[src/rtl/core/fekset_pkg.sv]
// Package: shared constants and types of the FIFO-evicting key set.
package fekset_pkg;

    localparam int MAX_ENTRIES = 16;
    localparam int KEY_W       = 64;
    localparam int CAP_W       = 5;
    localparam int IDX_W       = (MAX_ENTRIES > 1) ? $clog2(MAX_ENTRIES) : 1;
    localparam int CNT_W       = $clog2(MAX_ENTRIES + 1);

    localparam logic [CAP_W-1:0] CAP_RESET = CAP_W'(16);

    typedef enum logic
    {
        OP_INSERT = 1'b0,
        OP_LOOKUP = 1'b1
    } opcode_t;

    // Probe presented to the key store by the input stage
    typedef struct packed
    {
        logic    commit;
        opcode_t opcode;
    } probe_t;

    // Outcome of a probe
    typedef struct packed
    {
        logic evicted;
        logic hit;
    } outcome_t;

endpackage

[src/rtl/core/fekset_store.sv]
// Key store: ring of key slots with valid bits, parallel match and FIFO eviction.
module fekset_store
(
    input  logic                       clk,
    input  logic                       rst_n,
    input  logic [fekset_pkg::CAP_W-1:0] capacity,
    input  fekset_pkg::probe_t         probe,
    input  logic [fekset_pkg::KEY_W-1:0] probe_key,
    output fekset_pkg::outcome_t       outcome
);
    import fekset_pkg::*;

    logic [KEY_W-1:0]       key_mem [MAX_ENTRIES];
    logic [MAX_ENTRIES-1:0] valid_reg;
    logic [MAX_ENTRIES-1:0] valid_next;
    logic [IDX_W-1:0]       write_slot_reg;
    logic [IDX_W-1:0]       write_slot_next;
    logic [CNT_W-1:0]       held_count_reg;
    logic [CNT_W-1:0]       held_count_next;

    logic [MAX_ENTRIES-1:0] match;
    logic [CNT_W-1:0]       eff_cap;
    logic [IDX_W-1:0]       held_low;
    logic [IDX_W-1:0]       oldest;
    logic                   do_write;
    logic                   do_evict;

    genvar g;
    generate
        for (g = 0; g < MAX_ENTRIES; g++)
        begin : g_match
            assign match[g] = valid_reg[g] && (key_mem[g] == probe_key);
        end
    endgenerate

    always_comb
    begin
        if (capacity == '0)
        begin
            eff_cap = CNT_W'(1);
        end
        else if (32'(capacity) > MAX_ENTRIES)
        begin
            eff_cap = CNT_W'(MAX_ENTRIES);
        end
        else
        begin
            eff_cap = CNT_W'(capacity);
        end
    end

    always_comb
    begin
        held_low = (held_count_reg == CNT_W'(MAX_ENTRIES)) ? '0 : IDX_W'(held_count_reg);
        if (write_slot_reg >= held_low)
        begin
            oldest = write_slot_reg - held_low;
        end
        else
        begin
            oldest = IDX_W'(32'(write_slot_reg) + MAX_ENTRIES - 32'(held_low));
        end
    end

    assign outcome.hit     = |match;
    assign do_write        = (probe.opcode == OP_INSERT) && !outcome.hit;
    assign outcome.evicted = do_write && (held_count_reg >= eff_cap)
                             && (held_count_reg != '0);
    assign do_evict        = probe.commit && outcome.evicted;

    always_comb
    begin
        valid_next      = valid_reg;
        write_slot_next = write_slot_reg;
        held_count_next = held_count_reg;
        if (probe.commit && do_write)
        begin
            if (do_evict)
            begin
                valid_next[oldest] = 1'b0;
            end
            else
            begin
                held_count_next = held_count_reg + CNT_W'(1);
            end
            valid_next[write_slot_reg] = 1'b1;
            if (32'(write_slot_reg) == MAX_ENTRIES - 1)
            begin
                write_slot_next = '0;
            end
            else
            begin
                write_slot_next = write_slot_reg + IDX_W'(1);
            end
        end
    end

    always_ff @(posedge clk or negedge rst_n)
    begin
        if (!rst_n)
        begin
            valid_reg      <= '0;
            write_slot_reg <= '0;
            held_count_reg <= '0;
        end
        else
        begin
            valid_reg      <= valid_next;
            write_slot_reg <= write_slot_next;
            held_count_reg <= held_count_next;
        end
    end

    // Key slots carry no reset: a slot is only compared once its valid bit is set
    always_ff @(posedge clk)
    begin
        if (probe.commit && do_write)
        begin
            key_mem[write_slot_reg] <= probe_key;
        end
    end

`ifndef SYNTHESIS
    a_count_matches_valid: assert property (@(posedge clk) disable iff (!rst_n)
        $countones(valid_reg) == 32'(held_count_reg))
        else $error("held count differs from number of valid slots");

    a_evict_keeps_count: assert property (@(posedge clk) disable iff (!rst_n)
        do_evict |=> $stable(held_count_reg))
        else $error("eviction changed the held count");

    a_lookup_no_change: assert property (@(posedge clk) disable iff (!rst_n)
        (probe.commit && probe.opcode == OP_LOOKUP) |=>
            ($stable(valid_reg) && $stable(write_slot_reg)))
        else $error("lookup altered the set");

    a_count_bounded: assert property (@(posedge clk) disable iff (!rst_n)
        32'(held_count_reg) <= MAX_ENTRIES)
        else $error("held count above slot count");
`endif

endmodule

[src/rtl/core/fifo_evicting_key_set.sv]
// Top level: FIFO-evicting 64-bit key set with stream input and result channels.
//
//  channel | direction | handshake             | payload
//  --------+-----------+-----------------------+----------------------------------
//  s_*     | in        | s_tvalid / s_tready   | s_tdata = key, s_tuser = opcode
//  m_*     | out       | m_tvalid / m_tready   | m_tdata = {6'b0, evicted, hit}
//  cfg_*   | in        | cfg_we (no wait)      | cfg_wdata = capacity
//
//  One item per cycle sustained while m_tready is high; each item passes the input
//  register, then the result register. The rate is set by the combinational
//  parallel compare against all key slots and the ring write pointer update.
//  Reset empties the set, zeroes the ring pointer and sets capacity to 16.
//  While m_tready is low the result holds; the input register still takes one item,
//  then s_tready drops until the result is taken.
module fifo_evicting_key_set
(
    input  logic                           clk,
    input  logic                           rst_n,
    // input stream
    input  logic                           s_tvalid,
    output logic                           s_tready,
    input  logic [63:0]                    s_tdata,   // [63:0] key
    input  logic                           s_tuser,   // [0] opcode
    // result stream
    output logic                           m_tvalid,
    input  logic                           m_tready,
    output logic [7:0]                     m_tdata,   // [0] hit, [1] evicted, [7:2] zero
    // configuration
    input  logic                           cfg_we,
    input  logic [fekset_pkg::CAP_W-1:0]   cfg_wdata
);
    import fekset_pkg::*;

    logic [CAP_W-1:0] capacity_reg;

    logic             in_valid_reg;
    opcode_t          in_op_reg;
    logic [KEY_W-1:0] in_key_reg;

    logic             out_valid_reg;
    outcome_t         out_res_reg;

    logic             out_advance;
    logic             commit;
    probe_t           probe;
    outcome_t         outcome;

    // Result register frees up when empty or when its transfer completes
    assign out_advance = !out_valid_reg || m_tready;
    // The held item is resolved against the set as it moves into the result register
    assign commit      = in_valid_reg && out_advance;
    assign s_tready    = !in_valid_reg || out_advance;

    assign probe.commit = commit;
    assign probe.opcode = in_op_reg;

    fekset_store u_store
    (
        .clk       (clk),
        .rst_n     (rst_n),
        .capacity  (capacity_reg),
        .probe     (probe),
        .probe_key (in_key_reg),
        .outcome   (outcome)
    );

    // Capacity register: written straight from the config port
    always_ff @(posedge clk or negedge rst_n)
    begin
        if (!rst_n)
        begin
            capacity_reg <= CAP_RESET;
        end
        else if (cfg_we)
        begin
            capacity_reg <= cfg_wdata;
        end
    end

    // Input and result valid flags
    always_ff @(posedge clk or negedge rst_n)
    begin
        if (!rst_n)
        begin
            in_valid_reg  <= 1'b0;
            out_valid_reg <= 1'b0;
        end
        else
        begin
            if (s_tready)
            begin
                in_valid_reg <= s_tvalid;
            end
            if (out_advance)
            begin
                out_valid_reg <= in_valid_reg;
            end
        end
    end

    // Payload registers: load on transfer, hold otherwise
    always_ff @(posedge clk)
    begin
        if (s_tready && s_tvalid)
        begin
            in_op_reg  <= opcode_t'(s_tuser);
            in_key_reg <= s_tdata;
        end
        if (commit)
        begin
            out_res_reg <= outcome;
        end
    end

    assign m_tvalid = out_valid_reg;
    assign m_tdata  = {6'b0, out_res_reg.evicted, out_res_reg.hit};

endmodule
[config.mk]
export PLATFORM = sky130hd
export DESIGN_NAME = fifo_evicting_key_set
export DESIGN_NICKNAME = d
export VERILOG_FILES = /design/src/rtl/core/fekset_pkg.sv /design/src/rtl/core/fekset_store.sv /design/src/rtl/core/fifo_evicting_key_set.sv
export SDC_FILE = /design/constraint.sdc
export NUM_CORES = 2
export LEC_CHECK = 0
export BUFFER_PORTS_ARGS = -buffer_cell sky130_fd_sc_hd__buf_4
export CAP_MARGIN = 20
export CORE_MARGIN = 1.5
export CORE_UTILIZATION = 45
export DETAILED_ROUTE_END_ITERATION = 10
export SLEW_MARGIN = 20
export SYNTH_ARGS = -nofsm -noshare
export SYNTH_HDL_FRONTEND = slang
export SYNTH_SLANG_ARGS = --single-unit
[constraint.sdc]
create_clock -name clk -period 11.8 [get_ports clk]
set_clock_uncertainty 0.1 [all_clocks]
set_input_delay 1.18 -clock clk [delete_from_list [all_inputs] [get_ports clk]]
set_output_delay 1.18 -clock clk [all_outputs]
set_load 0.1 [all_outputs]
Word level (Yosys, flattened, before mapping). Memory sizes are Yosys's and may differ from the RTL's. Index checks and enable logic that the tools add are counted.

Flip-flop bits (word level): 99. RAM bits: 1024. Bits of input ports: 75. Output and inout port bits: 10. Logic and storage cells: 93. Memories: 1.

Add/sub/neg operators: 5. Order comparisons: 7. Eq/ne operators: 18. Multiplexer cells: 13. Bitwise logic cells: 5. Reductions and logical operators: 34.

Memories: u_store.key_mem (words 16, width 64, read ports 16, clocked after memory_dff 0, write ports 1, line fekset_store.sv:13) `logic [KEY_W-1:0] key_mem [MAX_ENTRIES];`.

Operators by type and width (number): 64-bit == test (16); 16-bit two-way mux (2); 1-bit logical AND (25); 16-bit bitwise AND (1); 16-bit NOT (1); 16-bit bitwise OR (1); 16-bit OR reduction (1); 4-bit two-way mux (3); 4-bit by 5-bit less-than comparator with 1-bit output, second input constant (2); 5-bit two-way mux (2); 4-bit by 1-bit adder with 4-bit output, second input constant (2); 1-bit demux with 4-bit select (2); 4-bit by 1-bit >= comparator with 1-bit output, second input constant (2); 4-bit subtractor (2); 5-bit by 1-bit adder with 5-bit output, second input constant (1); 5-bit == test, second input constant (1); 5-bit >= comparator (1); 5-bit > comparator, second input constant (1); 5-bit zero test (1); 5-bit nonzero test (1); 4-bit == test, second input constant (1); 4-bit >= comparator (1); 1-bit two-way mux (4); 1-bit zero test (3); other kinds (3) (5).

Logic depth before layout (Yosys ltp).
Depth after elaboration: 13. Mapped depth: 15. Gate-level depth less buffers: 13.

By module. A second synthesis with hierarchy kept.

Cells, all modules: 2908. Area total of the unflattened synthesis: 46847.4 µm².

Modules (own cells, without submodules): fekset_store (instances 1, cells an instance 2816, area an instance 44515.2 µm², seq. area each 31375.1 µm²); fifo_evicting_key_set (instances 1, cells an instance 92, area an instance 2332.2 µm², seq. area each 2188.3 µm²).

Worst setup path before layout. No wires, ideal clock.

Path kind: register -> register. Start point: reg in_key_reg[19]. End point: mem u_store.key_mem[11][0], enable pin. Library setup time: 430 ps. Arrival time: 3878 ps. Required time: 11270 ps. Slack: 7392 ps. Cell stages (with the launch flop): 13. Buffers on the path: 4. Clock period less this slack: 4408 ps. Path through: edfxtp_1 -> buf_2 -> buf_2 -> inv_1 -> o2111ai_1 -> nor4_1 -> nand4_1 -> o22ai_1 -> nor4_1 -> and3_1 -> buf_2 -> buf_6 -> and3_1.

Longest elaborated chain between the ends: 8. Elaborated cells between the ends (all ways): 38. Those cells by class: eq/ne (16); mux (2); reduce/logical (20).

RTL lines: from (decl) (line fifo_evicting_key_set.sv:38) `logic [KEY_W-1:0] in_key_reg;`; from (signal assigned) (line fifo_evicting_key_set.sv:107) `in_key_reg <= s_tdata;`; 64-bit == test (line fekset_store.sv:32) `assign match[g] = valid_reg[g] && (key_mem[g] == probe_key);`; 1-bit logical AND (line fekset_store.sv:32); 16-bit OR reduction * (line fekset_store.sv:65) `assign outcome.hit = |match;`; 1-bit zero test * (line fekset_store.sv:66) `assign do_write = (probe.opcode == OP_INSERT) && !outcome.hit;`; 1-bit logical AND * (line fekset_store.sv:66); 1-bit logical AND * (line fekset_store.sv:117) `if (probe.commit && do_write)`; 1-bit two-way mux * (line fekset_store.sv:117); 1-bit two-way mux (not written as such) * (line fekset_store.sv:119) `key_mem[write_slot_reg] <= probe_key;`; to (decl) (line fekset_store.sv:13).

Every way passes the cells marked *; elsewhere a longest branch is shown, timed or not.

Final worst setup path.
Start point: reg in_key_reg[47]. End point: mem u_store.key_mem[10][4], enable pin.

The elaborated chain is that of the path after synthesis.

==> flow_summary_export.csv <==
group,metric,value,unit
clock_network,htreeDepth,3,
global_routing,grt_max_degree,66,
global_routing,grt-ovfl-total,0,
power,clock_power_share,38.2,%
worst_setup_path,path_class,"reg -> reg",
worst_setup_path,cp.required,12040,ps
clock_network,post_cts_buffers,0,
routing,wire_per_inst,31.0,um
clock_network,cts_buffers,115,
finish,design_area,53000,sq um
worst_setup_path,cp_slowest_stage_delay,890,ps
global_routing,antenna_found_initial,10,
synthesis,ys.flop_type,"edfxtp_1",
sta,worst_slack,6220,ps
finish,synthToLayoutAreaGrowth,12.9,%
finish,diodes,0,
power,swShare,25.7,%
floorplanning,io_pins,85,
finish,largest_reg_flops,1024,
floorplanning,num_rows,118,
global_routing,grt_pass1_vias,25900,
sta,worst_pin_slew,969,ps
worst_setup_path,endpoint_kind,"flip-flop",
min_path,min-delay-path-class,"in -> async",
sta,max_freq,0.179,GHz
routing,first_pass_iters,6,
finish,fin_util,51.2,%
placement,gp_congestion,0.935,
synthesis,synth_edf_count,1091,
clock_network,clk_latency,720,ps
floorplanning,core,103000,sq um
sta,fin_crit,5580,ps
synthesis,avgSynthCellArea,16.1,sq um
placement,dp_hpwl,83700,um
power,fin_total_pwr,0.00927,W
sta,relSlewSlack,35.4,%
finish,multi_input_area,12400,sq um
routing,vias,26400,
power,internal_power,0.00688,W
worst_setup_path,cp.arrival,5820,ps
routing,totalWireLength,142000,um
finish,nFillCells,8459,
sta,finalHoldViolCount,0,
floorplanning,die_h,326,um
power,sequentialPowerShare,50.3,%
synthesis,synthCells,2921,
synthesis,syn_area,46900,sq um
placement,pre_cts_slack,6350,ps
synthesis,ys_warn_count,0,
power,power.switching,0.00238,W
global_routing,grt.total_usage,26.6,%
clock_network,cts_tree,"built",
outcome,status,"finished clean",
finish,drive_above_1_share,12.0,%
sta,min_period_over_period,47.3,%
sta,setup_tns,0,ps
clock_network,cts_sinks,1123,
clock_network,ctsHoldBuffers,0,
floorplanning,die_area,106000,sq um
worst_setup_path,cpMaxStageDelayCell,"and3_1",
sta,rsz0062_at_grt,"false",
sta,setup_viol,0,
routing,ant_nets,0,
power,p_leak,16.6,nW
synthesis,synthTopCellsByArea,"edfxtp_1, xnor2_1, xor2_1, nand4_1, dfrtp_1",
power,powerDensity,175,nW/um^2
floorplanning,initial_core_util,45.4,%
sta,drv_slew,0,
synthesis,seq_area_frac_synth,71.5,%
worst_setup_path,cp-start-kind,"flip-flop",
worst_setup_path,path_cells,"buf_4 > inv_1 > o2111ai_1 > nor4_1 > nand3_1 > o22ai_1 > nor4_1 > and3_1 > and3_2 > buf_4",
placement,io_buffers,78,
power,ir_drop,0.135,mV
clock_network,clkTransAtPathRegs,60,ps
routing,vias_per_cell,5.77,
clock_network,cts_max_path_buffers,3,
clock_network,clockRootBuffer,"clkbuf_16",
synthesis,yosys.area.top_type,"edfxtp_1",
finish,regArea,33600,sq um
synthesis,yosys.area.top_type_share,69.8,%
floorplanning,die_w,326,um
routing,drcViolationCount,0,
synthesis,async_flop_share,2.85,%
synthesis,synth_cell_types,51,
job,cap_viol_max_count,0,
synthesis,ys_ff_latch,1123,
finish,fin_nets,3183,
global_routing,grt_pass1_wl,200000,um
worst_setup_path,critPathMaxFanout,56,
clock_network,cts_resized,0,
power,comb_power_share,11.5,%
routing,drt_iter0_drc,3554,
placement,place_area,49400,sq um
-- power groups by stage --
stage                     clock network, W  logic, W  registers [W]
after global routing               0.00374   0.00112        0.00467
after detailed placement                 0   0.00105        0.00474
after floorplan                          0  0.000595        0.00476
after CTS                          0.00360   0.00106        0.00466
after global placement                   0   0.00105        0.00474
final                              0.00354   0.00106        0.00466
-- path summary, 6_finish.rpt --
path / slack, ps / start / to / cells after the start
worst min register to register: 410 / u_store.valid_reg[5] / u_store.valid_reg[5] / 2
worst max-delay path: 6220 / in_key_reg[47] / u_store.key_mem[10][4] / 10
max in group asynchronous: 10850 / rst_n / u_store.valid_reg[6] / 1
worst min-delay path: 340 / rst_n / capacity_reg[2] / 1
min in group clk: 410 / u_store.valid_reg[5] / u_store.valid_reg[5] / 2
worst max register to register: 6220 / in_key_reg[47] / u_store.key_mem[10][4] / 10
-- area by class of cell --
class / count / area share [%]
Inverter: 82 / 0.580
Timing Repair Buffer: 191 / 2.70
Tap cell: 1380 / 3.26
Clock inverter: 75 / 1.19
Sequential cell: 1123 / 63.3
Clock buffer: 138 / 5.67
Multi-Input combinational cell: 1580 / 23.3
-- metrics by stage --
stage / instances / hold WS (ps)
after detailed placement: 4356 / 389
after floorplan: 2926 / 357
after global routing: 4569 / 330
after CTS: 4569 / 310
final: 4569 / 335
after global placement: 4356 / 369
-- metal layers --
| metal | share of wire [%] | track usage [%] | vias up |
|---|---|---|---|
| met5 | 0 | 0 | - |
| met1 | 44 | 38.9 | 13800 |
| met3 | 6.9 | 3.12 | 170 |
| met2 | 47 | 42.5 | 1165 |
| li1 | - | - | 11200 |
| met4 | 2.2 | 6.53 | 0 |
-- synthesized netlist by cell type, drive strengths merged, types with 4 or more instances --
cell / count
nand2: 28
o22ai: 32
a2111oi: 9
mux2: 4
a221o: 4
o2bb2ai: 21
a21o: 5
xnor2: 739
nand2b: 77
edfxtp: 1091
a22oi: 5
a21oi: 5
a22o: 15
clkbuf: 5
ha: 14
or4: 6
xor2: 140
nor2b: 16
o2111ai: 19
nor4: 87
buf: 136
o41ai: 11
nand4: 192
nor2: 19
nand3: 32
dfrtp: 31
nor3: 18
o21ai: 15
and3: 18
a222oi: 7
o221ai: 17
inv: 82
-- placed cells by master, fill, tap and decap left out, types with 5 or more instances in the layout --
| cell type | count |
|---|---|
| a2111oi_0 | 9 |
| a21o_1 | 5 |
| a21oi_1 | 5 |
| a222oi_1 | 7 |
| a22o_1 | 15 |
| a22oi_1 | 5 |
| and3_2 | 12 |
| buf_4 | 191 |
| bufinv_16 | 8 |
| clkbuf_1 | 20 |
| clkbuf_16 | 116 |
| clkinv_1 | 27 |
| clkinv_2 | 31 |
| conb_1 | 6 |
| dfrtp_1 | 31 |
| edfxtp_1 | 1091 |
| ha_1 | 14 |
| inv_1 | 82 |
| nand2_1 | 28 |
| nand2b_1 | 77 |
| nand3_1 | 32 |
| nand4_1 | 192 |
| nor2_1 | 19 |
| nor2b_1 | 16 |
| nor3_1 | 18 |
| nor4_1 | 87 |
| o2111ai_1 | 19 |
| o21ai_0 | 14 |
| o221ai_1 | 17 |
| o22ai_1 | 31 |
| o2bb2ai_1 | 21 |
| o41ai_1 | 11 |
| or4_1 | 6 |
| xnor2_1 | 739 |
| xor2_1 | 140 |
-- critical path: cells and delay by family, from the launching register on --
kind,cells,cell delay (ps)
buffers and inverters,3,1790
flip-flops,1,320
AO/OA/AOI/OAI,2,550
AND/OR/NAND/NOR,5,2340
-- cell families after synthesis --
group                    after synthesis  share of synthesized area [%]
other                                  1                        0.00799
adder cells (fa/ha/maj)               15                          0.416
AO/OA/AOI/OAI                        174                           2.92
XOR/XNOR                             879                           16.4
AND/OR/NAND/NOR                      502                           6.36
multiplexers                           4                         0.0959
flip-flops                          1123                           71.5
buffers and inverters                223                           2.31
(Power assumes the default switching activity.)
